## src/hw/rtl/lcc_pkg.sv

```systemverilog
// ----------------------------------------------------------------------------
// Landmark coplanarity check package
// Widths, reset values and the shared multiply-accumulate control type.
// ----------------------------------------------------------------------------
`timescale 1ns / 1ps
`default_nettype none

package lcc_pkg;

    localparam int COORD_W   = 20;
    localparam int DIFF_W    = 21;
    localparam int NORM_W    = 42;
    localparam int HALF_W    = 21;
    localparam int MUL_A_W   = 22;
    localparam int PROD_W    = MUL_A_W + DIFF_W;
    localparam int ACC_W     = 64;
    localparam int TOL_W     = 21;
    localparam int STEP_W    = 3;

    localparam logic [TOL_W-1:0]  TOL_RESET = TOL_W'(16);
    localparam logic [STEP_W-1:0] LAST_STEP = STEP_W'(5);

    typedef struct packed {
        logic signed [COORD_W-1:0] x;
        logic signed [COORD_W-1:0] y;
        logic signed [COORD_W-1:0] z;
    } point_t;

    typedef struct packed {
        logic signed [DIFF_W-1:0] x;
        logic signed [DIFF_W-1:0] y;
        logic signed [DIFF_W-1:0] z;
    } diff_t;

    typedef struct packed {
        logic signed [NORM_W-1:0] x;
        logic signed [NORM_W-1:0] y;
        logic signed [NORM_W-1:0] z;
    } normal_t;

    // One multiply-accumulate issue: subtract instead of add, scale the
    // product by 2^21, and close the running sum after this product.
    typedef struct packed {
        logic valid;
        logic neg;
        logic shift;
        logic last;
    } mac_op_t;

endpackage

`default_nettype wire

```

## src/hw/rtl/lcc_mac.sv

```systemverilog
// ----------------------------------------------------------------------------
// Landmark coplanarity check multiply-accumulate unit
// A 22 x 21 bit signed multiplier with a registered product, followed by a
// 64-bit accumulator that delivers one sum per closed group of products.
// ----------------------------------------------------------------------------
`timescale 1ns / 1ps
`default_nettype none

module lcc_mac (
    input  wire                                  aclk,
    input  wire                                  aresetn,
    input  lcc_pkg::mac_op_t                     op,
    input  wire logic signed [lcc_pkg::MUL_A_W-1:0] opa,
    input  wire logic signed [lcc_pkg::DIFF_W-1:0]  opb,
    output logic                                 res_valid,
    output logic signed [lcc_pkg::ACC_W-1:0]     res
);
    import lcc_pkg::*;

    logic signed [PROD_W-1:0] prod_reg;
    mac_op_t                  tag_reg;
    logic signed [ACC_W-1:0]  acc_reg;
    logic signed [ACC_W-1:0]  res_reg;
    logic                     res_valid_reg;
    logic signed [ACC_W-1:0]  term;
    logic signed [ACC_W-1:0]  acc_next;

    always_comb begin
        term = ACC_W'(prod_reg);
        if (tag_reg.shift) begin
            term = term <<< HALF_W;
        end
        acc_next = tag_reg.neg ? (acc_reg - term) : (acc_reg + term);
    end

    always_ff @(posedge aclk) begin
        if (!aresetn) begin
            tag_reg       <= '0;
            acc_reg       <= '0;
            res_valid_reg <= 1'b0;
        end else begin
            tag_reg       <= op;
            res_valid_reg <= 1'b0;
            if (tag_reg.valid) begin
                if (tag_reg.last) begin
                    res_reg       <= acc_next;
                    acc_reg       <= '0;
                    res_valid_reg <= 1'b1;
                end else begin
                    acc_reg <= acc_next;
                end
            end
        end
        prod_reg <= PROD_W'(opa * opb);
    end

    assign res_valid = res_valid_reg;
    assign res       = res_reg;

endmodule

`default_nettype wire

```

## src/hw/rtl/landmark_coplanarity_check.sv

```systemverilog
// ----------------------------------------------------------------------------
// Landmark coplanarity check
// Loads 2N landmark points and reports whether the fixed or float set is
// degenerate, that is equal, collinear or coplanar within a tolerance.
// ----------------------------------------------------------------------------
// Points are accepted one per cycle: the first POINTS_PER_SET form the fixed
// set and the next POINTS_PER_SET the float set. After the last point the
// block stops accepting transactions and checks the fixed set, then the float
// set unless the fixed set is already degenerate, and returns one coplanar
// flag. Every cross and dot product goes through a single 22 x 21 bit
// multiplier, six products per point, and each stored point is read through
// the single read port of the store. Each set fetches its first point,
// compares the following points with it, tests each further point for
// collinearity or against the plane and then closes; a result still waiting
// on the output holds the block until taken.
`timescale 1ns / 1ps
`default_nettype none

module landmark_coplanarity_check #(
    parameter int POINTS_PER_SET = 4
) (
    input  wire                                      aclk,
    input  wire                                      aresetn,
    input  wire                                      cfg_wr_en,
    input  wire logic [lcc_pkg::TOL_W-1:0]           cfg_wr_data,
    input  wire                                      s_valid,
    output logic                                     s_ready,
    input  wire logic signed [lcc_pkg::COORD_W-1:0]  s_coord_x,
    input  wire logic signed [lcc_pkg::COORD_W-1:0]  s_coord_y,
    input  wire logic signed [lcc_pkg::COORD_W-1:0]  s_coord_z,
    output logic                                     m_valid,
    input  wire                                      m_ready,
    output logic                                     m_coplanar
);
    import lcc_pkg::*;

    localparam int DEPTH = 2 * POINTS_PER_SET;
    localparam int AW    = $clog2(DEPTH);
    localparam int IW    = $clog2(POINTS_PER_SET);

    localparam logic [AW-1:0] LAST_LOAD = AW'(DEPTH - 1);
    localparam logic [AW-1:0] SET_BASE  = AW'(POINTS_PER_SET);
    localparam logic [IW-1:0] LAST_IDX  = IW'(POINTS_PER_SET - 1);

    typedef enum logic [3:0] {
        S_LOAD,
        S_FETCH_P1,
        S_GOT_P1,
        S_FETCH_EQ,
        S_EQ,
        S_FETCH_CR,
        S_LD_CR,
        S_CROSS,
        S_CR_WAIT,
        S_FETCH_DOT,
        S_LD_DOT,
        S_DOT,
        S_DOT_WAIT,
        S_SET_END
    } state_t;

    point_t               mem [DEPTH];
    point_t               rd_data_reg;
    logic [AW-1:0]        rd_addr;

    state_t               state_reg;
    logic [AW-1:0]        load_cnt_reg;
    logic [IW-1:0]        idx_reg;
    logic                 set_sel_reg;
    logic                 set_flag_reg;
    logic [STEP_W-1:0]    step_reg;
    logic [1:0]           res_cnt_reg;
    logic [TOL_W-1:0]     tol_reg;
    logic                 m_valid_reg;
    logic                 m_coplanar_reg;

    point_t               p1_reg;
    diff_t                edge_reg;
    diff_t                d_reg;
    normal_t              normal_reg;

    diff_t                rd_diff;
    logic                 same_as_p1;
    logic                 idx_last;
    logic                 normal_nonzero;
    logic [ACC_W-1:0]     dot_mag;
    logic                 result_load;

    mac_op_t                     mac_op;
    logic signed [MUL_A_W-1:0]   mac_a;
    logic signed [DIFF_W-1:0]    mac_b;
    logic                        mac_res_valid;
    logic signed [ACC_W-1:0]     mac_res;

    assign rd_addr = set_sel_reg ? (SET_BASE + AW'(idx_reg)) : AW'(idx_reg);

    assign result_load = (state_reg == S_SET_END) && (set_flag_reg || set_sel_reg)
                      && (!m_valid_reg || m_ready);

    always_ff @(posedge aclk) begin
        if (s_valid && s_ready) begin
            mem[load_cnt_reg] <= '{x: s_coord_x, y: s_coord_y, z: s_coord_z};
        end
        rd_data_reg <= mem[rd_addr];
    end

    always_comb begin
        rd_diff.x      = DIFF_W'(rd_data_reg.x) - DIFF_W'(p1_reg.x);
        rd_diff.y      = DIFF_W'(rd_data_reg.y) - DIFF_W'(p1_reg.y);
        rd_diff.z      = DIFF_W'(rd_data_reg.z) - DIFF_W'(p1_reg.z);
        same_as_p1     = (rd_data_reg == p1_reg);
        idx_last       = (idx_reg == LAST_IDX);
        normal_nonzero = (normal_reg.x != '0) || (normal_reg.y != '0)
                      || (mac_res[NORM_W-1:0] != '0);
        dot_mag        = mac_res[ACC_W-1] ? ACC_W'(-mac_res) : ACC_W'(mac_res);
    end

    always_comb begin
        mac_op       = '0;
        mac_op.valid = (state_reg == S_CROSS) || (state_reg == S_DOT);
        mac_a        = '0;
        mac_b        = '0;
        if (state_reg == S_CROSS) begin
            mac_op.last = step_reg[0];
            mac_op.neg  = step_reg[0];
            unique case (step_reg)
                3'd0: begin mac_a = MUL_A_W'(d_reg.y); mac_b = edge_reg.z; end
                3'd1: begin mac_a = MUL_A_W'(d_reg.z); mac_b = edge_reg.y; end
                3'd2: begin mac_a = MUL_A_W'(d_reg.z); mac_b = edge_reg.x; end
                3'd3: begin mac_a = MUL_A_W'(d_reg.x); mac_b = edge_reg.z; end
                3'd4: begin mac_a = MUL_A_W'(d_reg.x); mac_b = edge_reg.y; end
                3'd5: begin mac_a = MUL_A_W'(d_reg.y); mac_b = edge_reg.x; end
                default: begin mac_a = '0; mac_b = '0; end
            endcase
        end else begin
            mac_op.last  = (step_reg == LAST_STEP);
            mac_op.shift = step_reg[0];
            unique case (step_reg)
                3'd0: begin
                    mac_a = $signed({1'b0, normal_reg.x[HALF_W-1:0]});
                    mac_b = d_reg.x;
                end
                3'd1: begin
                    mac_a = MUL_A_W'($signed(normal_reg.x[NORM_W-1:HALF_W]));
                    mac_b = d_reg.x;
                end
                3'd2: begin
                    mac_a = $signed({1'b0, normal_reg.y[HALF_W-1:0]});
                    mac_b = d_reg.y;
                end
                3'd3: begin
                    mac_a = MUL_A_W'($signed(normal_reg.y[NORM_W-1:HALF_W]));
                    mac_b = d_reg.y;
                end
                3'd4: begin
                    mac_a = $signed({1'b0, normal_reg.z[HALF_W-1:0]});
                    mac_b = d_reg.z;
                end
                3'd5: begin
                    mac_a = MUL_A_W'($signed(normal_reg.z[NORM_W-1:HALF_W]));
                    mac_b = d_reg.z;
                end
                default: begin mac_a = '0; mac_b = '0; end
            endcase
        end
    end

    lcc_mac u_mac (
        .aclk      (aclk),
        .aresetn   (aresetn),
        .op        (mac_op),
        .opa       (mac_a),
        .opb       (mac_b),
        .res_valid (mac_res_valid),
        .res       (mac_res)
    );

    always_ff @(posedge aclk) begin
        if (!aresetn) begin
            state_reg    <= S_LOAD;
            load_cnt_reg <= '0;
            idx_reg      <= '0;
            set_sel_reg  <= 1'b0;
            set_flag_reg <= 1'b0;
            step_reg     <= '0;
            res_cnt_reg  <= '0;
            tol_reg      <= TOL_RESET;
            m_valid_reg  <= 1'b0;
        end else begin
            if (cfg_wr_en) begin
                tol_reg <= cfg_wr_data;
            end
            if (result_load) begin
                m_valid_reg    <= 1'b1;
                m_coplanar_reg <= set_flag_reg;
            end else if (m_valid_reg && m_ready) begin
                m_valid_reg <= 1'b0;
            end
            if ((state_reg == S_CROSS || state_reg == S_CR_WAIT) && mac_res_valid) begin
                res_cnt_reg <= res_cnt_reg + 2'd1;
                unique case (res_cnt_reg)
                    2'd0:    normal_reg.x <= mac_res[NORM_W-1:0];
                    2'd1:    normal_reg.y <= mac_res[NORM_W-1:0];
                    default: normal_reg.z <= mac_res[NORM_W-1:0];
                endcase
            end

            unique case (state_reg)
                S_LOAD: begin
                    if (s_valid) begin
                        if (load_cnt_reg == LAST_LOAD) begin
                            load_cnt_reg <= '0;
                            set_sel_reg  <= 1'b0;
                            idx_reg      <= '0;
                            state_reg    <= S_FETCH_P1;
                        end else begin
                            load_cnt_reg <= load_cnt_reg + AW'(1);
                        end
                    end
                end
                S_FETCH_P1: begin
                    state_reg <= S_GOT_P1;
                end
                S_GOT_P1: begin
                    p1_reg    <= rd_data_reg;
                    idx_reg   <= IW'(1);
                    state_reg <= S_FETCH_EQ;
                end
                S_FETCH_EQ: begin
                    state_reg <= S_EQ;
                end
                S_EQ: begin
                    if (!same_as_p1) begin
                        edge_reg <= rd_diff;
                    end
                    if (idx_last) begin
                        set_flag_reg <= 1'b1;
                        state_reg    <= S_SET_END;
                    end else begin
                        idx_reg   <= idx_reg + IW'(1);
                        state_reg <= same_as_p1 ? S_FETCH_EQ : S_FETCH_CR;
                    end
                end
                S_FETCH_CR: begin
                    state_reg <= S_LD_CR;
                end
                S_LD_CR: begin
                    d_reg       <= rd_diff;
                    step_reg    <= '0;
                    res_cnt_reg <= '0;
                    state_reg   <= S_CROSS;
                end
                S_CROSS: begin
                    step_reg <= step_reg + STEP_W'(1);
                    if (step_reg == LAST_STEP) begin
                        state_reg <= S_CR_WAIT;
                    end
                end
                S_CR_WAIT: begin
                    if (mac_res_valid && res_cnt_reg == 2'd2) begin
                        if (idx_last) begin
                            set_flag_reg <= 1'b1;
                            state_reg    <= S_SET_END;
                        end else begin
                            idx_reg   <= idx_reg + IW'(1);
                            state_reg <= normal_nonzero ? S_FETCH_DOT : S_FETCH_CR;
                        end
                    end
                end
                S_FETCH_DOT: begin
                    state_reg <= S_LD_DOT;
                end
                S_LD_DOT: begin
                    d_reg     <= rd_diff;
                    step_reg  <= '0;
                    state_reg <= S_DOT;
                end
                S_DOT: begin
                    step_reg <= step_reg + STEP_W'(1);
                    if (step_reg == LAST_STEP) begin
                        state_reg <= S_DOT_WAIT;
                    end
                end
                S_DOT_WAIT: begin
                    if (mac_res_valid) begin
                        if (dot_mag > ACC_W'(tol_reg)) begin
                            set_flag_reg <= 1'b0;
                            state_reg    <= S_SET_END;
                        end else if (idx_last) begin
                            set_flag_reg <= 1'b1;
                            state_reg    <= S_SET_END;
                        end else begin
                            idx_reg   <= idx_reg + IW'(1);
                            state_reg <= S_FETCH_DOT;
                        end
                    end
                end
                S_SET_END: begin
                    if (set_flag_reg || set_sel_reg) begin
                        if (result_load) begin
                            state_reg <= S_LOAD;
                        end
                    end else begin
                        set_sel_reg <= 1'b1;
                        idx_reg     <= '0;
                        state_reg   <= S_FETCH_P1;
                    end
                end
                default: begin
                    state_reg <= S_LOAD;
                end
            endcase
        end
    end

    assign s_ready    = (state_reg == S_LOAD);
    assign m_valid    = m_valid_reg;
    assign m_coplanar = m_coplanar_reg;

endmodule

`default_nettype wire

```

## config.mk

```make
export PLATFORM = sky130hd
export DESIGN_NAME = landmark_coplanarity_check
export DESIGN_NICKNAME = d
export VERILOG_FILES = /design/src/hw/rtl/lcc_pkg.sv /design/src/hw/rtl/lcc_mac.sv /design/src/hw/rtl/landmark_coplanarity_check.sv
export SDC_FILE = /design/constraint.sdc
export NUM_CORES = 2
export LEC_CHECK = 0
export CORE_ASPECT_RATIO = 1.1
export CORE_MARGIN = 2
export CORE_UTILIZATION = 27
export CTS_BUF_LIST = sky130_fd_sc_hd__clkbuf_16
export CTS_CLUSTER_DIAMETER = 30
export CTS_CLUSTER_SIZE = 12
export DETAILED_ROUTE_END_ITERATION = 8
export DONT_BUFFER_PORTS = 1
export GPL_ROUTABILITY_DRIVEN = 1
export PLACE_DENSITY = 0.48
export REMOVE_ABC_BUFFERS = 1
export SLEW_MARGIN = 5
export SYNTH_ARGS = -nofsm -noshare
export SYNTH_HDL_FRONTEND = slang
export SYNTH_SLANG_ARGS = --single-unit
export TNS_END_PERCENT = 1
```

## constraint.sdc

```tcl
create_clock -name aclk -period 16.88 [get_ports aclk]
set_clock_uncertainty 0.15 [all_clocks]
set_input_delay 2.532 -clock aclk [delete_from_list [all_inputs] [get_ports aclk]]
set_output_delay 2.532 -clock aclk [all_outputs]
set_load 0.02 [all_outputs]
```

==> qor.yml <==
grt:
  grt_overflow_total: 0
  grt_pass1_wl_mm: 291.1
  grt_pass1_vias: 45880
  antenna_found_initial: 5
  grt_max_degree: 118
  track_usage_pct: 15.24
clock_network:
  cts_buffer_depth: 3
  cts-root-buf: "clkbuf_16"
  cts_tree: "built"
  clk_latency_ps: 850
  cts_setup_buffers: 0
  clkTransAtPathRegs_ps: 50
  hold_buffers: 0
  htreeDepth: 4
  cts_sinks: 1067
  ctsResizeCount: 0
  cts-buffers-inserted: 217
worst_setup_path:
  path_class: "reg -> reg"
  slowest_delay_ps: 790
  critPathSlowestCell: "mux2i_4"
  start_kind: "flip-flop"
  critPathBufInv: 6
  crit_path_end_kind: "flip-flop"
  cpLargestDelayFamily: "adder cells"
  cp.required_ps: 17430
  cp.arrival_ps: 11750
  crit_top_cell: "fa_1"
  crit_path_max_fanout: 22
die:
  core_area_mm2: 0.2437
  start_util_pct: 27.18
  die_x_um: 476.2
  die_height_um: 523.4
  num_rows: 190
  io_pins: 89
  die-area_mm2: 0.2493
logic_synthesis:
  synth_mux_area_share_pct: 6.399
  netlist_area_mm2: 0.06623
  synthAdderAreaFrac_pct: 19.68
  synth_edf_count: 857
  ys_warn_count: 0
  synth-compound-area-share_pct: 9.314
  synth_top_cell_by_area: "edfxtp_1"
  syn-mean-instance-area_um2: 11.71
  yosys_register_bits: 1067
  synth.area.top_cells: "edfxtp_1 39%, fa_1 15%, dfxtp_1 6.3%, ha_1 5.1%, inv_1 4.3%"
  synth_top_family_by_area: "adder cells"
  synth_top_area_share_pct: 38.86
  synth-xor-area-share_pct: 3.068
  ys_seq_area_share_pct: 45.20
  synthCells: 5654
  synth.distinct_cells: 86
  synth-main-ff-cell: "edfxtp_1"
  yosys.area_share.simple_pct: 10.57
  synth-async-reset-ratio_pct: 0
sta:
  max_clock_freq_ghz: 0.08924
  min_period_over_period_pct: 66.39
  hold_viol_final: 0
  setup_violations: 0
  fin_crit_ps: 11210
  final_max_slew_viol_count: 0
  worst_slew_pin_slew_ps: 1124
  max-slew-margin-rel_pct: 25.07
  rsz0062_at_grt: "false"
  setup_tns_ps: 0
routing:
  num_vias: 44280
  routed_wl_mm: 192.4
  ant_nets: 0
  drt_iter0_drc: 3441
  first_pass_iters: 7
  via_per_inst: 4.832
  avgRoutedWirePerCell_um: 20.99
  drc: 0
finish:
  fin_cells: 9165
  layout_commonest_cell: "edfxtp_1"
  fin_util_pct: 31.89
  nNetsFinal: 6542
  drive_above_1_share_pct: 12.49
  area_delta_synth_final_pct: 17.33
  layout_common_cells: "857 x edfxtp_1, 775 x inv_1, 483 x fa_1"
  largest_reg_flops: 480
  fillers: 24470
  finalInstanceArea_mm2: 0.07771
placed_design:
  gp_congestion: 0.9115
  dp_hpwl_mm: 137.1
  placed_area_mm2: 0.07027
  placement.io_buffers: 0
  dp.cells: 8749
pwr:
  total_power_mw: 7.446
  ir_worst_vdd_v: 0.0001021
  cellPowerDensity_mw_per_mm2: 95.81
  p_leak_nw: 30.00
worst_hold_path:
  min_path_type: "reg -> reg"
job:
  drv_cap: 0
run_status:
  status: "completed"
per-layer routing:
layer / vias up / GRT usage (%) / wire (um)
li1: 20080 / - / -
met1: 22620 / 19.52 / 82220
met2: 1306 / 25.76 / 93360
met4: 0 / 5.431 / 6029
met3: 276 / 2.777 / 10750
met5: - / 0 / 0
synthesized netlist by cell type (120+ instances only):
cell	number
inv_1	757
fa_1	483
ha_1	269
nand2_1	468
a21oi_1	239
dfxtp_1	210
xnor2_1	146
edfxtp_1	857
mux4_2	120
nor2b_1	128
o21ai_0	125
clkbuf_1	232
nor2_1	295
area by class of cell:
type / instances / area [um2] / share of cell area, %
diodes: 2 / 5.005 / 0.006440
well taps: 3264 / 4084 / 5.255
clock inverters: 191 / 1851 / 2.381
repair buffers: 89 / 680.7 / 0.8759
clock buffers: 223 / 5580 / 7.181
multi-input cells: 3571 / 32710 / 42.09
flip-flops and latches: 1067 / 29960 / 38.55
inverters: 758 / 2846 / 3.663
metrics by stage:
stage / hold slack [ps] / setup WS (ps)
after floorplan: 258.2 / 5323
after global placement: 274.6 / 5963
after detailed placement: 275.8 / 5748
after CTS: 287.7 / 5717
after global routing: 289.6 / 4928
final: 279.8 / 5674
path summary, 6_finish.rpt:
path | start | to | slack [ps] | cells past startpoint
setup / recovery | step_reg[0] | u_mac.prod_reg[41] | 5670 | 31
hold / removal | rd_data_reg[20] | p1_reg[20] | 280 | 0
setup reg to reg | step_reg[0] | u_mac.prod_reg[41] | 5670 | 31
hold reg to reg | rd_data_reg[20] | p1_reg[20] | 280 | 0
report_power, final:
group | internal, mW | switching (mW) | total (mW)
registers | 2.93 | 0.0302 | 2.96
clock network | 2.66 | 1.52 | 4.18
logic | 0.119 | 0.185 | 0.304
cell families (layout without fill, tap and decap cells):
family,Yosys count,count (layout)
simple gates,1425,1425
mux,264,264
xor+xnor,232,232
compound gates,898,898
flops,1067,1067
other cells,0,2
fa+ha+maj,752,752
buf+inv,1016,1261
Note: power is estimated with default switching activity, not from simulation.
